## src/hw/rtl/i2c_master_bit_engine_top_defines.svh

```systemverilog
// ----------------------------------------------------------------------------
// i2c master bit engine assertion macros
// check macros used by the bit engine phase sequencer
// ----------------------------------------------------------------------------
`ifndef I2C_MASTER_BIT_ENGINE_TOP_DEFINES_SVH
`define I2C_MASTER_BIT_ENGINE_TOP_DEFINES_SVH

// same-cycle implication, disabled while in reset
`define I2CBE_ASSERT_NOW(label, clk, rst_n, ante, cons) \
	label: assert property (@(posedge clk) disable iff (!rst_n) (ante) |-> (cons)) \
		else $error("i2c bit engine check failed");

// next-cycle implication, disabled while in reset
`define I2CBE_ASSERT_NEXT(label, clk, rst_n, ante, cons) \
	label: assert property (@(posedge clk) disable iff (!rst_n) (ante) |=> (cons)) \
		else $error("i2c bit engine check failed");

`endif

```

## src/hw/rtl/i2cbe_pkg.sv

```systemverilog
// ----------------------------------------------------------------------------
// i2cbe_pkg
// types, constants and the phase table of the i2c master bit engine
// ----------------------------------------------------------------------------
package i2cbe_pkg;

	// command queue between front and back
	localparam int CMD_QUEUE_DEPTH = 4;
	localparam int CMD_PTR_W       = $clog2(CMD_QUEUE_DEPTH);

	// phase buffer in front of the result port
	localparam int OUT_BUF_DEPTH = 2;
	localparam int OUT_PTR_W     = $clog2(OUT_BUF_DEPTH);

	localparam logic [15:0] HALF_PERIOD_RESET = 16'd100;

	// bus command codes as seen on the input
	localparam logic [2:0] FUNC_START = 3'd0;
	localparam logic [2:0] FUNC_STOP  = 3'd1;
	localparam logic [2:0] FUNC_WRITE = 3'd2;
	localparam logic [2:0] FUNC_READ  = 3'd3;
	localparam logic [2:0] FUNC_CHECK = 3'd4;
	localparam logic [2:0] FUNC_ACK   = 3'd5;
	localparam logic [2:0] FUNC_NACK  = 3'd6;

	typedef enum logic [2:0] {
		K_START = 3'd0,
		K_STOP  = 3'd1,
		K_WRITE = 3'd2,
		K_READ  = 3'd3,
		K_CHECK = 3'd4,
		K_ACK   = 3'd5,
		K_NACK  = 3'd6
	} kind_t;

	// classified command carried through the queue
	typedef struct packed {
		kind_t      kind;
		logic [7:0] data;
	} cmd_t;

	// one emitted pin phase
	typedef struct packed {
		logic       scl;
		logic       sda;
		logic       drv;
		logic       nack;
		logic [7:0] rb;
		logic       last;
	} res_t;

	// pin levels of phase idx of a command, given the current scl level
	function automatic res_t phase_f(kind_t kind, logic [3:0] idx, logic scl_cur,
		logic [7:0] data);
		res_t p;
		logic bit_v;
		p.scl  = scl_cur;
		p.sda  = 1'b1;
		p.drv  = 1'b1;
		p.nack = 1'b0;
		p.rb   = 8'h00;
		p.last = 1'b0;
		bit_v  = data[3'd7 - idx[3:1]];
		case (kind)
			K_START: begin
				case (idx)
					4'd0: p.scl = scl_cur;
					4'd1: p.scl = 1'b1;
					4'd2: begin
						p.scl = 1'b1;
						p.sda = 1'b0;
					end
					default: begin
						p.scl  = 1'b0;
						p.sda  = 1'b0;
						p.last = 1'b1;
					end
				endcase
			end
			K_STOP: begin
				case (idx)
					4'd0: begin
						p.scl = scl_cur;
						p.sda = 1'b0;
					end
					4'd1: begin
						p.scl = 1'b1;
						p.sda = 1'b0;
					end
					default: begin
						p.scl  = 1'b1;
						p.last = 1'b1;
					end
				endcase
			end
			K_WRITE: begin
				p.scl  = ~idx[0];
				p.sda  = bit_v;
				p.last = (idx == 4'd15);
			end
			K_READ: begin
				p.scl  = ~idx[0];
				p.drv  = 1'b0;
				p.last = (idx == 4'd15);
				p.rb   = (idx == 4'd15) ? data : 8'h00;
			end
			K_CHECK: begin
				case (idx)
					4'd0: p.scl = scl_cur;
					4'd1: p.scl = 1'b1;
					default: begin
						// ack low pulls scl low, no ack leaves it high
						p.scl  = data[0];
						p.drv  = 1'b0;
						p.nack = data[0];
						p.last = 1'b1;
					end
				endcase
			end
			K_ACK, K_NACK: begin
				p.sda = (kind == K_NACK);
				case (idx)
					4'd0: p.scl = scl_cur;
					4'd1: p.scl = 1'b1;
					default: begin
						p.scl  = 1'b0;
						p.last = 1'b1;
					end
				endcase
			end
			default: p.last = 1'b1;
		endcase
		return p;
	endfunction

endpackage

```

## src/hw/rtl/i2cbe_front.sv

```systemverilog
// ----------------------------------------------------------------------------
// i2cbe_front
// accepts bus commands, classifies them and drops unused codes
// ----------------------------------------------------------------------------
module i2cbe_front import i2cbe_pkg::*; (
	input  logic       push,
	output logic       full,
	input  logic [2:0] func,
	input  logic [7:0] write_byte,
	input  logic [7:0] sda_samples,
	input  logic       q_full,
	output logic       q_push,
	output cmd_t       q_cmd
);

	logic legal;

	// decode command code and pick the data byte it needs
	always_comb begin
		legal        = 1'b1;
		q_cmd.kind   = K_START;
		q_cmd.data   = 8'h00;
		case (func)
			FUNC_START: q_cmd.kind = K_START;
			FUNC_STOP:  q_cmd.kind = K_STOP;
			FUNC_WRITE: begin
				q_cmd.kind = K_WRITE;
				q_cmd.data = write_byte;
			end
			FUNC_READ: begin
				q_cmd.kind = K_READ;
				q_cmd.data = sda_samples;
			end
			FUNC_CHECK: begin
				q_cmd.kind = K_CHECK;
				q_cmd.data = sda_samples;
			end
			FUNC_ACK:   q_cmd.kind = K_ACK;
			FUNC_NACK:  q_cmd.kind = K_NACK;
			default:    legal = 1'b0;
		endcase
	end

	// unused code is taken and discarded without a phase
	assign full   = q_full;
	assign q_push = push && !q_full && legal;

endmodule

```

## src/hw/rtl/i2cbe_cmd_queue.sv

```systemverilog
// ----------------------------------------------------------------------------
// i2cbe_cmd_queue
// short command queue between the front and the phase sequencer
// ----------------------------------------------------------------------------
module i2cbe_cmd_queue import i2cbe_pkg::*; (
	input  logic clk,
	input  logic arst_n,
	input  logic push,
	input  cmd_t wdata,
	output logic full,
	input  logic pop,
	output cmd_t rdata,
	output logic empty
);

	cmd_t                 entries_q [CMD_QUEUE_DEPTH];
	logic [CMD_PTR_W-1:0] wr_ptr_q;
	logic [CMD_PTR_W-1:0] rd_ptr_q;
	logic [CMD_PTR_W:0]   cnt_q;
	logic                 do_push;
	logic                 do_pop;

	assign full    = (cnt_q == (CMD_PTR_W+1)'(CMD_QUEUE_DEPTH));
	assign empty   = (cnt_q == '0);
	assign do_push = push && !full;
	assign do_pop  = pop && !empty;
	assign rdata   = entries_q[rd_ptr_q];

	// entry storage
	always_ff @(posedge clk) begin
		if (do_push) begin
			entries_q[wr_ptr_q] <= wdata;
		end
	end

	// pointers and fill count
	always_ff @(posedge clk or negedge arst_n) begin
		if (!arst_n) begin
			wr_ptr_q <= '0;
			rd_ptr_q <= '0;
			cnt_q    <= '0;
		end else begin
			if (do_push) begin
				wr_ptr_q <= wr_ptr_q + 1'b1;
			end
			if (do_pop) begin
				rd_ptr_q <= rd_ptr_q + 1'b1;
			end
			case ({do_push, do_pop})
				2'b10:   cnt_q <= cnt_q + 1'b1;
				2'b01:   cnt_q <= cnt_q - 1'b1;
				default: cnt_q <= cnt_q;
			endcase
		end
	end

endmodule

```

## src/hw/rtl/i2cbe_back.sv

```systemverilog
// ----------------------------------------------------------------------------
// i2cbe_back
// phase sequencer: steps through each command's pin phases and paces them
// ----------------------------------------------------------------------------
`include "i2c_master_bit_engine_top_defines.svh"

module i2cbe_back import i2cbe_pkg::*; (
	input  logic        clk,
	input  logic        arst_n,
	input  logic        cfg_valid,
	output logic        cfg_ready,
	input  logic [15:0] half_period_ticks,
	input  logic        q_empty,
	input  cmd_t        q_cmd,
	output logic        q_pop,
	input  logic        pop,
	output logic        empty,
	output res_t        res
);

	logic [15:0]          half_period_q;
	logic [15:0]          timer_q;
	logic                 busy_q;
	cmd_t                 cmd_q;
	logic [3:0]           idx_q;
	logic                 scl_q;
	res_t                 ph;
	logic                 can_emit;
	logic                 fetch;
	res_t                 ob_q [OUT_BUF_DEPTH];
	logic [OUT_PTR_W-1:0] ob_wr_q;
	logic [OUT_PTR_W-1:0] ob_rd_q;
	logic [OUT_PTR_W:0]   ob_cnt_q;
	logic                 ob_full;
	logic                 ob_pop;

	// half period register, always ready
	assign cfg_ready = 1'b1;

	always_ff @(posedge clk or negedge arst_n) begin
		if (!arst_n) begin
			half_period_q <= HALF_PERIOD_RESET;
		end else if (cfg_valid) begin
			half_period_q <= half_period_ticks;
		end
	end

	// current phase and stepping conditions
	assign ph       = phase_f(cmd_q.kind, idx_q, scl_q, cmd_q.data);
	assign ob_full  = (ob_cnt_q == (OUT_PTR_W+1)'(OUT_BUF_DEPTH));
	assign can_emit = busy_q && (timer_q == '0) && !ob_full;
	assign fetch    = !q_empty && (!busy_q || (can_emit && ph.last));
	assign q_pop    = fetch;

	// sequencer state
	always_ff @(posedge clk or negedge arst_n) begin
		if (!arst_n) begin
			busy_q  <= 1'b0;
			idx_q   <= '0;
			scl_q   <= 1'b1;
			timer_q <= '0;
		end else begin
			if (fetch) begin
				busy_q <= 1'b1;
				idx_q  <= '0;
			end else if (can_emit && ph.last) begin
				busy_q <= 1'b0;
			end else if (can_emit) begin
				idx_q <= idx_q + 1'b1;
			end
			if (can_emit) begin
				scl_q   <= ph.scl;
				timer_q <= (half_period_q > 16'd1) ? (half_period_q - 16'd1) : '0;
			end else if (timer_q != '0) begin
				timer_q <= timer_q - 16'd1;
			end
		end
	end

	// command payload
	always_ff @(posedge clk) begin
		if (fetch) begin
			cmd_q <= q_cmd;
		end
	end

	// phase buffer toward the result port
	assign empty  = (ob_cnt_q == '0);
	assign ob_pop = pop && !empty;
	assign res    = ob_q[ob_rd_q];

	always_ff @(posedge clk) begin
		if (can_emit) begin
			ob_q[ob_wr_q] <= ph;
		end
	end

	always_ff @(posedge clk or negedge arst_n) begin
		if (!arst_n) begin
			ob_wr_q  <= '0;
			ob_rd_q  <= '0;
			ob_cnt_q <= '0;
		end else begin
			if (can_emit) begin
				ob_wr_q <= ob_wr_q + 1'b1;
			end
			if (ob_pop) begin
				ob_rd_q <= ob_rd_q + 1'b1;
			end
			case ({can_emit, ob_pop})
				2'b10:   ob_cnt_q <= ob_cnt_q + 1'b1;
				2'b01:   ob_cnt_q <= ob_cnt_q - 1'b1;
				default: ob_cnt_q <= ob_cnt_q;
			endcase
		end
	end

	// checks
	`I2CBE_ASSERT_NOW(a_ob_bound, clk, arst_n, 1'b1, ob_cnt_q <= (OUT_PTR_W+1)'(OUT_BUF_DEPTH))
	`I2CBE_ASSERT_NEXT(a_run_continues, clk, arst_n, can_emit && !ph.last, busy_q)
	`I2CBE_ASSERT_NOW(a_short_run, clk, arst_n, busy_q && cmd_q.kind != K_WRITE && cmd_q.kind != K_READ, idx_q <= 4'd3)
	`I2CBE_ASSERT_NEXT(a_hold_phase, clk, arst_n, can_emit && half_period_q > 16'd1, timer_q != '0)

endmodule

```

## src/hw/rtl/i2c_master_bit_engine_top.sv

```systemverilog
// a command reaches the result ports via the command queue, cmd_q and the phase buffer
// phases are paced by the phase hold timer and wait while the phase buffer is full
// a byte command emits 16 phases, start 4, all others 3; unused code 7 emits none
// a command that finds the sequencer idle is fetched before its first phase is built
// reset: scl high, command queue and phase buffer empty, half period 100
// ----------------------------------------------------------------------------
// i2c_master_bit_engine_top
// i2c master bit engine: bus commands in, paced scl/sda pin phases out
// ----------------------------------------------------------------------------
module i2c_master_bit_engine_top import i2cbe_pkg::*; (
	input  logic        clk,
	input  logic        arst_n,
	input  logic        cfg_valid,
	output logic        cfg_ready,
	input  logic [15:0] half_period_ticks,
	input  logic        push,
	output logic        full,
	input  logic [2:0]  func,
	input  logic [7:0]  write_byte,
	input  logic [7:0]  sda_samples,
	output logic        empty,
	input  logic        pop,
	output logic        scl_level,
	output logic        sda_level,
	output logic        sda_drive,
	output logic        nack_seen,
	output logic [7:0]  read_byte,
	output logic        last
);

	logic q_full;
	logic q_push;
	cmd_t q_wcmd;
	logic q_pop;
	cmd_t q_rcmd;
	logic q_empty;
	res_t res;

	// command decode
	i2cbe_front u_front (
		.push        (push),
		.full        (full),
		.func        (func),
		.write_byte  (write_byte),
		.sda_samples (sda_samples),
		.q_full      (q_full),
		.q_push      (q_push),
		.q_cmd       (q_wcmd)
	);

	// queue between decode and sequencer
	i2cbe_cmd_queue u_queue (
		.clk    (clk),
		.arst_n (arst_n),
		.push   (q_push),
		.wdata  (q_wcmd),
		.full   (q_full),
		.pop    (q_pop),
		.rdata  (q_rcmd),
		.empty  (q_empty)
	);

	// phase sequencer and result buffer
	i2cbe_back u_back (
		.clk               (clk),
		.arst_n            (arst_n),
		.cfg_valid         (cfg_valid),
		.cfg_ready         (cfg_ready),
		.half_period_ticks (half_period_ticks),
		.q_empty           (q_empty),
		.q_cmd             (q_rcmd),
		.q_pop             (q_pop),
		.pop               (pop),
		.empty             (empty),
		.res               (res)
	);

	// result fields
	assign scl_level = res.scl;
	assign sda_level = res.sda;
	assign sda_drive = res.drv;
	assign nack_seen = res.nack;
	assign read_byte = res.rb;
	assign last      = res.last;

endmodule
```

## config.mk

```make
export PLATFORM = sky130hd
export DESIGN_NAME = i2c_master_bit_engine_top
export DESIGN_NICKNAME = d
export VERILOG_FILES = /design/src/hw/rtl/i2cbe_pkg.sv /design/src/hw/rtl/i2cbe_front.sv /design/src/hw/rtl/i2cbe_cmd_queue.sv /design/src/hw/rtl/i2cbe_back.sv /design/src/hw/rtl/i2c_master_bit_engine_top.sv
export VERILOG_INCLUDE_DIRS = /design/src /design/src/hw/rtl
export SDC_FILE = /design/constraint.sdc
export NUM_CORES = 1
export LEC_CHECK = 0
export BUFFER_PORTS_ARGS = -buffer_cell sky130_fd_sc_hd__buf_2
export CAP_MARGIN = 20
export CORE_UTILIZATION = 54
export DETAILED_ROUTE_END_ITERATION = 12
export PLACE_DENSITY_LB_ADDON = 0.2
export SLEW_MARGIN = 10
export SYNTH_ARGS = -nofsm -noshare
export SYNTH_HDL_FRONTEND = slang
export SYNTH_SLANG_ARGS = --single-unit
```

## constraint.sdc

```tcl
create_clock -name clk -period 3.5 [get_ports clk]
set_input_delay 0.7 -clock clk [delete_from_list [all_inputs] [get_ports clk]]
set_output_delay 0.7 -clock clk [all_outputs]
set_load 0.005 [all_outputs]
```

Yosys cells after proc, flatten, opt, wreduce, memory -nomap -nowiden
Memory sizes are Yosys's and may differ from the RTL's. A register that Yosys moved wholly into a read port is not among the register bits.
Index checks and enable logic that the tools add are counted.
{"block": "word_totals", "output_inout_bits": 16, "regBits": 49, "mem_bits_rw": 70, "input_bits": 40, "n_memories": 2}
{"block": "op_classes", "reduce_logical": 36, "bitwise_logic": 1, "n_mux": 34, "add_sub_neg": 12, "n_eq_ne": 22, "order_cmp": 2}
{"name": "u_queue.entries_q", "depth": 4, "word_bits": 11, "rd": 1, "rd_clocked_by_memory_dff": 1, "write_ports": 1, "line_no": "i2cbe_cmd_queue.sv:16", "rtl": "cmd_t entries_q [CMD_QUEUE_DEPTH];"}
{"name": "u_back.ob_q", "depth": 2, "word_bits": 13, "rd": 1, "rd_clocked_by_memory_dff": 0, "write_ports": 1, "line_no": "i2cbe_back.sv:30", "rtl": "res_t ob_q [OUT_BUF_DEPTH];"}
{"operator": "$mux 16", "n": 3}
{"operator": "$sub 16x1->16 const B", "n": 2}
{"operator": "$eq 3x3->1 const B", "n": 7}
{"operator": "$pmux 3 s6", "n": 1}
{"operator": "$gt 16x1->1 const B", "n": 1}
{"operator": "$logic_not 16->1", "n": 1}
{"operator": "$mux 8", "n": 2}
{"operator": "$pmux 8 s2", "n": 1}
{"operator": "$reduce_bool 16->1", "n": 1}
{"operator": "$mux 1", "n": 13}
{"operator": "$eq 3x2->1 const B", "n": 4}
{"operator": "$mux 4", "n": 3}
{"operator": "$reduce_bool 2->1", "n": 5}
{"operator": "$reduce_or 2->1", "n": 5}
{"operator": "$logic_and 1x1->1", "n": 9}
{"operator": "$logic_not 3->1", "n": 3}
{"operator": "$pmux 1 s2", "n": 4}
{"operator": "$reduce_or 7->1", "n": 1}
{"operator": "$add 2x1->2 const B", "n": 3}
{"operator": "$eq 2x2->1 const B", "n": 3}
{"operator": "$eq 3x1->1 const B", "n": 2}
{"operator": "$pmux 3 s2", "n": 1}
{"operator": "$logic_not 1->1", "n": 5}
{"operator": "$pmux 1 s5", "n": 1}
{"operator": "other kinds (24)", "n": 26}

Logic depth before layout (Yosys ltp)
{"block": "depth", "word_depth": 10, "ltp_mapped": 12, "depth_no_buf": 11}

By module
From an unflattened synthesis, not the netlist that was laid out.
{"block": "unflattened", "cells_unflattened": 479, "area_unflattened_um2": 6313.6}
{"module": "i2cbe_back", "area_each_um2": 4036.4, "cells_per_inst": 358, "n_inst": 1}
{"module": "i2cbe_cmd_queue", "area_each_um2": 2031.9, "cells_per_inst": 94, "n_inst": 1}
{"module": "i2cbe_front", "area_each_um2": 245.2, "cells_per_inst": 27, "n_inst": 1}

Worst setup path before layout
Ideal clock, no wire load.
{"block": "synth_timing", "kind": "reg2reg", "start": "register u_back.timer_q[7]", "end": "register, netlist name u_back.cmd_q[0]", "slack_ns": 0.197, "setup_ns": 0.412, "arrival_ns": 2.891, "path_buffers": 1, "stages_incl_launch_ff": 6, "path_cell_list": "dfrtp_1 or4_1 nor4_4 nand2_1 clkbuf_1 o41ai_1"}
{"block": "synth_via", "elab_chain_len": 6}
{"item": "start: declaration", "line_no": "i2cbe_back.sv:22", "rtl": "logic [15:0] timer_q;"}
{"item": "start signal: assignment", "line_no": "i2cbe_back.sv:73", "rtl": "timer_q <= (half_period_q > 16'd1) ? (half_period_q - 16'd1) : '0;"}
{"item": "start signal: assignment", "line_no": "i2cbe_back.sv:75", "rtl": "timer_q <= timer_q - 16'd1;"}
{"item": "$logic_not 16->1", "line_no": "i2cbe_back.sv:51", "rtl": "assign can_emit = busy_q && (timer_q == '0) && !ob_full;"}
{"item": "$logic_and 1x1->1 (2 in series)", "line_no": "i2cbe_back.sv:51"}
{"item": "$logic_and 1x1->1", "line_no": "i2cbe_back.sv:52", "rtl": "assign fetch = !q_empty && (!busy_q || (can_emit && ph.last));"}
{"item": "$logic_or 1x1->1", "line_no": "i2cbe_back.sv:52"}
{"item": "$logic_and 1x1->1", "line_no": "i2cbe_back.sv:52"}
{"item": "net q_pop", "line_no": "i2c_master_bit_engine_top.sv:34", "rtl": "logic q_pop;"}
The timed path passes the listed nets, and every way through them passes these cells.
A chain may end at the register's enable or synchronous reset.

Worst setup path after layout
{"block": "layout_timing", "start": "register u_back.idx_q[0]", "end": "register u_queue.cnt_q[1]"}
{"block": "layout_via", "elab_chain_len": 10, "word_cells_on_any_way": 17, "classes_between": "eq/ne: 5; mux: 4; reduce/logical: 8"}
{"item": "start: declaration", "line_no": "i2cbe_back.sv:25", "rtl": "logic [3:0] idx_q;"}
{"item": "start signal: assignment", "line_no": "i2cbe_back.sv:69", "rtl": "idx_q <= idx_q + 1'b1;"}
{"item": "$eq 4x2->1, or another cell as far along", "line_no": "i2cbe_pkg.sv:66", "rtl": "case (idx)"}
{"item": "$reduce_or 3->1 (no source line) or $reduce_or 2->1 (tied branches)"}
{"item": "$mux 1, on equally long branches"}
{"item": "$pmux 1 s3 *", "line_no": "i2cbe_pkg.sv:64", "rtl": "case (kind)"}
{"item": "$logic_and 1x1->1 *", "line_no": "i2cbe_back.sv:52"}
{"item": "$logic_or 1x1->1 *", "line_no": "i2cbe_back.sv:52"}
{"item": "$logic_and 1x1->1 *", "line_no": "i2cbe_back.sv:52"}
{"item": "$logic_and 1x1->1 *", "line_no": "i2cbe_cmd_queue.sv:26", "rtl": "assign do_pop = pop && !empty;"}
{"item": "$eq 2x1->1 or $eq 2x2->1 (tied branches)", "line_no": "i2cbe_cmd_queue.sv:49", "rtl": "case ({do_push, do_pop})"}
{"item": "$pmux 3 s2 or $reduce_bool 2->1 (tied branches)"}
{"item": "end signal: assignment", "line_no": "i2cbe_cmd_queue.sv:50", "rtl": "2'b10: cnt_q <= cnt_q + 1'b1;"}
{"item": "end signal: assignment", "line_no": "i2cbe_cmd_queue.sv:51", "rtl": "2'b01: cnt_q <= cnt_q - 1'b1;"}
{"item": "end signal: assignment", "line_no": "i2cbe_cmd_queue.sv:52", "rtl": "default: cnt_q <= cnt_q;"}
{"item": "end: declaration", "line_no": "i2cbe_cmd_queue.sv:19", "rtl": "logic [CMD_PTR_W:0] cnt_q;"}
Every way passes the cells marked *; elsewhere a longest branch is shown, timed or not.

==> results.yml <==
routing:
  drt_iter0_drc: 160
  vias: 4025
  first_pass_iters: 5
  wl_met3_um: 461
  post_drt_wl_per_cell_um: 17.0
  drc: 0
  via_per_inst: 5.77
  wl_met1_mm: 5.47
  drt_wl_total_mm: 11.8
  met2_length_mm: 5.65
  dr.max_layer_used: "met4"
  postRouteAntennaNets: 0
synth:
  postSynthCellCount: 482
  yosysMostFrequentCell: "edfxtp_1"
  synth-edff-count: 81
  synthesis.nets: 537
  ys_ff_latch: 130
  synth_area_mm2: 0.00626
  synth.top_cells.by_area: "edfxtp_1 39%, dfrtp_1 18%, mux2_2 5.4%"
  ys_top_cells_by_count: "81 x edfxtp_1, 45 x dfrtp_1, 34 x nor2_1, 32 x nand2_1, 30 x mux2_2"
  postSynth.asyncResetShare: 0.377
  synth_top_area_cell: "edfxtp_1"
  yosysWarnings: 0
  synth_top_cell_area_share: 0.388
  synth_top_flop_cell: "edfxtp_1"
  yosysUniqueCellTypes: 58
  synth_seq_area_share: 0.585
  synth.avg_cell_area_um2: 13.0
final_layout:
  final-seq-area_mm2: 0.00366
  diodes: 0
  areaGrowthSynthToFinish_pct: 16.2
  multi_input_area_mm2: 0.00247
  n_fill_cell: 834
  final_area_mm2: 0.00728
  nets: 599
  drive_above_1_share: 0.266
floorplan:
  die-area_mm2: 0.0120
  die_h_um: 110
  initial_core_util: 0.565
  die_w_um: 110
  design.core.area_mm2: 0.0111
  fp-row-count: 38
  num_io_pins: 56
sta:
  worst_pin_slew_ns: 0.870
  holdWs_ns: 0.298
  hold_violations: 0
  worst_clock_skew_ns: 0.00901
  tns_ns: 0
  fmax_ghz: 0.321
  setup_viol: 0
  final_max_slew_viol_count: 0
  timing.max_slew.rel_slack: 0.419
  finalCritPeriodShare: 0.891
  period_needed_ns: 3.12
  grt_setup_unrepaired: "no"
setup_path:
  timing.rr.end: "u_queue.cnt_q[1]"
  cp.arrival_ns: 3.41
  rr_startpoint: "u_back.idx_q[0]"
  worstSetupStartpointType: "flop"
  critPathLaunch: "u_back.idx_q[0]"
  cp-end-kind: "flop"
  critPathKind: "reg -> reg"
  path_max_fanout: 5
  cp-endpoint: "u_queue.cnt_q[1]"
  rrSetupSlack_ns: 0.38
  required_ns: 3.79
  worst-r2r-cell-count: 10
grt:
  grt_first_pass_wirelength_mm: 19.6
  grt_antenna_before_repair: 0
  grt_pass1_vias: 4015
  grt_remaining_overflow: 0
  grt_max_degree: 27
  grt_util_all_layers: 0.222
power:
  leakagePower_uw: 0.00282
  p_per_area_mw_per_mm2: 696
  vdd_drop_max_v: 0.000382
place:
  hpwl_mm: 8.30
  placed_cell_area_mm2: 0.00669
  io_buffers: 54
  gp_congestion: 0.916
clock_network:
  clk_path_buf_depth: 2
  cts.sinks: 130
  cts.repair.resized: 0
  cts_made_buffers: 17
  tritoncts: "built"
  clock-root-buffer: "clkbuf_16"
  cts_hold_buffers: 0
  ctsHtreeMaxLevel: 4
  postCtsSetupBuffers: 0
  insertion_delay_ns: 0.42
  clkTransAtPathRegs_ns: 0.06
run:
  drv_cap: 0
outcome:
  status: "finished, final reports clean"
min_path:
  hold_path.class: "in -> async"
## layout by cell type (no fill, tap or decap), drive strengths merged, types with 13 or more instances in the layout
master,n
clkbuf,19
a21oi,13
ha,14
xor2,13
edfxtp,81
buf,61
mux4,13
o21ai,26
xnor2,18
mux2,30
dfrtp,45
nor2,34
nand2,32
inv,19
## metrics by stage
step / setup WS (ns) / power [µW] / instances / util
2_1_floorplan: 0.197 / 2980 / 482 / -
3_3_place_gp: 0.524 / 3280 / 665 / 0.604
3_5_place_dp: 0.419 / 3340 / 665 / 0.604
4_1_cts: 0.374 / 5110 / 697 / 0.657
5_1_grt: 0.136 / 5350 / 697 / 0.657
6_report: 0.382 / 5070 / 697 / 0.657
## worst max-delay path: stages, from the launching register on
cell	delay (ns)
dfrtp_1	0.42
inv_1	0.12
ha_1	0.22
nor3b_1	0.13
o311ai_0	0.32
buf_4	0.19
nand2_1	0.12
o41ai_2	0.50
ha_1	0.29
fa_1	0.42
mux2_2	0.27
## flip-flops by register name, indices dropped and copies added (netlist names), 2 cells and up
signal and flops:
u_back.cmd_q 11, u_back.half_period_q 16, u_back.idx_q 4, u_back.ob_cnt_q 2, u_back.ob_q 26, u_back.timer_q 16
u_queue.cnt_q 3, u_queue.entries_q 44, u_queue.rd_ptr_q 2, u_queue.wr_ptr_q 2
## layout make-up
class / instances / area share
inverter: 16 / 0.00825
sequential: 130 / 0.503
clock buffer: 19 / 0.0595
multi-input combinational: 318 / 0.339
timing repair buffer: 61 / 0.0443
tap: 140 / 0.0241
clock inverter: 13 / 0.0217
## logic make-up (layout without fill, tap and decap cells)
group / after synthesis / count (layout) / synth area share
muxes: 54 / 54 / 0.118
xor gates and xnor gates: 31 / 31 / 0.0433
buffers and inverters: 34 / 109 / 0.0222
DFF: 130 / 130 / 0.585
other: 1 / 1 / 0.000599
AOI/OAI and AO/OA: 71 / 71 / 0.0749
and+or+nand+nor: 146 / 146 / 0.125
adders and majority gates: 15 / 15 / 0.0312
## power breakdown
group          leakage [µW]  internal [µW]  switching [µW]
clock              0.000283           1120             639
combinational       0.00121            560             514
sequential          0.00133           1940             296
total               0.00282           3620            1450
## worst min-delay path by stage
| stage | from | endpoint | slack (ns) | cells past startpoint |
|---|---|---|---|---|
| 4_1_cts | arst_n | u_back.ob_rd_q | 0.31 | 1 |
| 3_5_place_dp | u_back.ob_wr_q | u_back.ob_wr_q | 0.48 | 1 |
| 2_1_floorplan | arst_n | u_back.busy_q | 0.40 | 0 |
| 6_report | arst_n | u_back.ob_rd_q | 0.30 | 1 |
| 5_1_grt | arst_n | u_back.ob_rd_q | 0.34 | 1 |
| 3_3_place_gp | u_back.ob_wr_q | u_back.ob_wr_q | 0.48 | 1 |
## routing by layer
metal,vias to the layer above,GRT usage
li1,1928,-
met1,1963,0.292
met2,115,0.350
met3,19,0.0516
met4,0,0.106
met5,-,0
No activity file was read; power rests on OpenSTA's default activity.
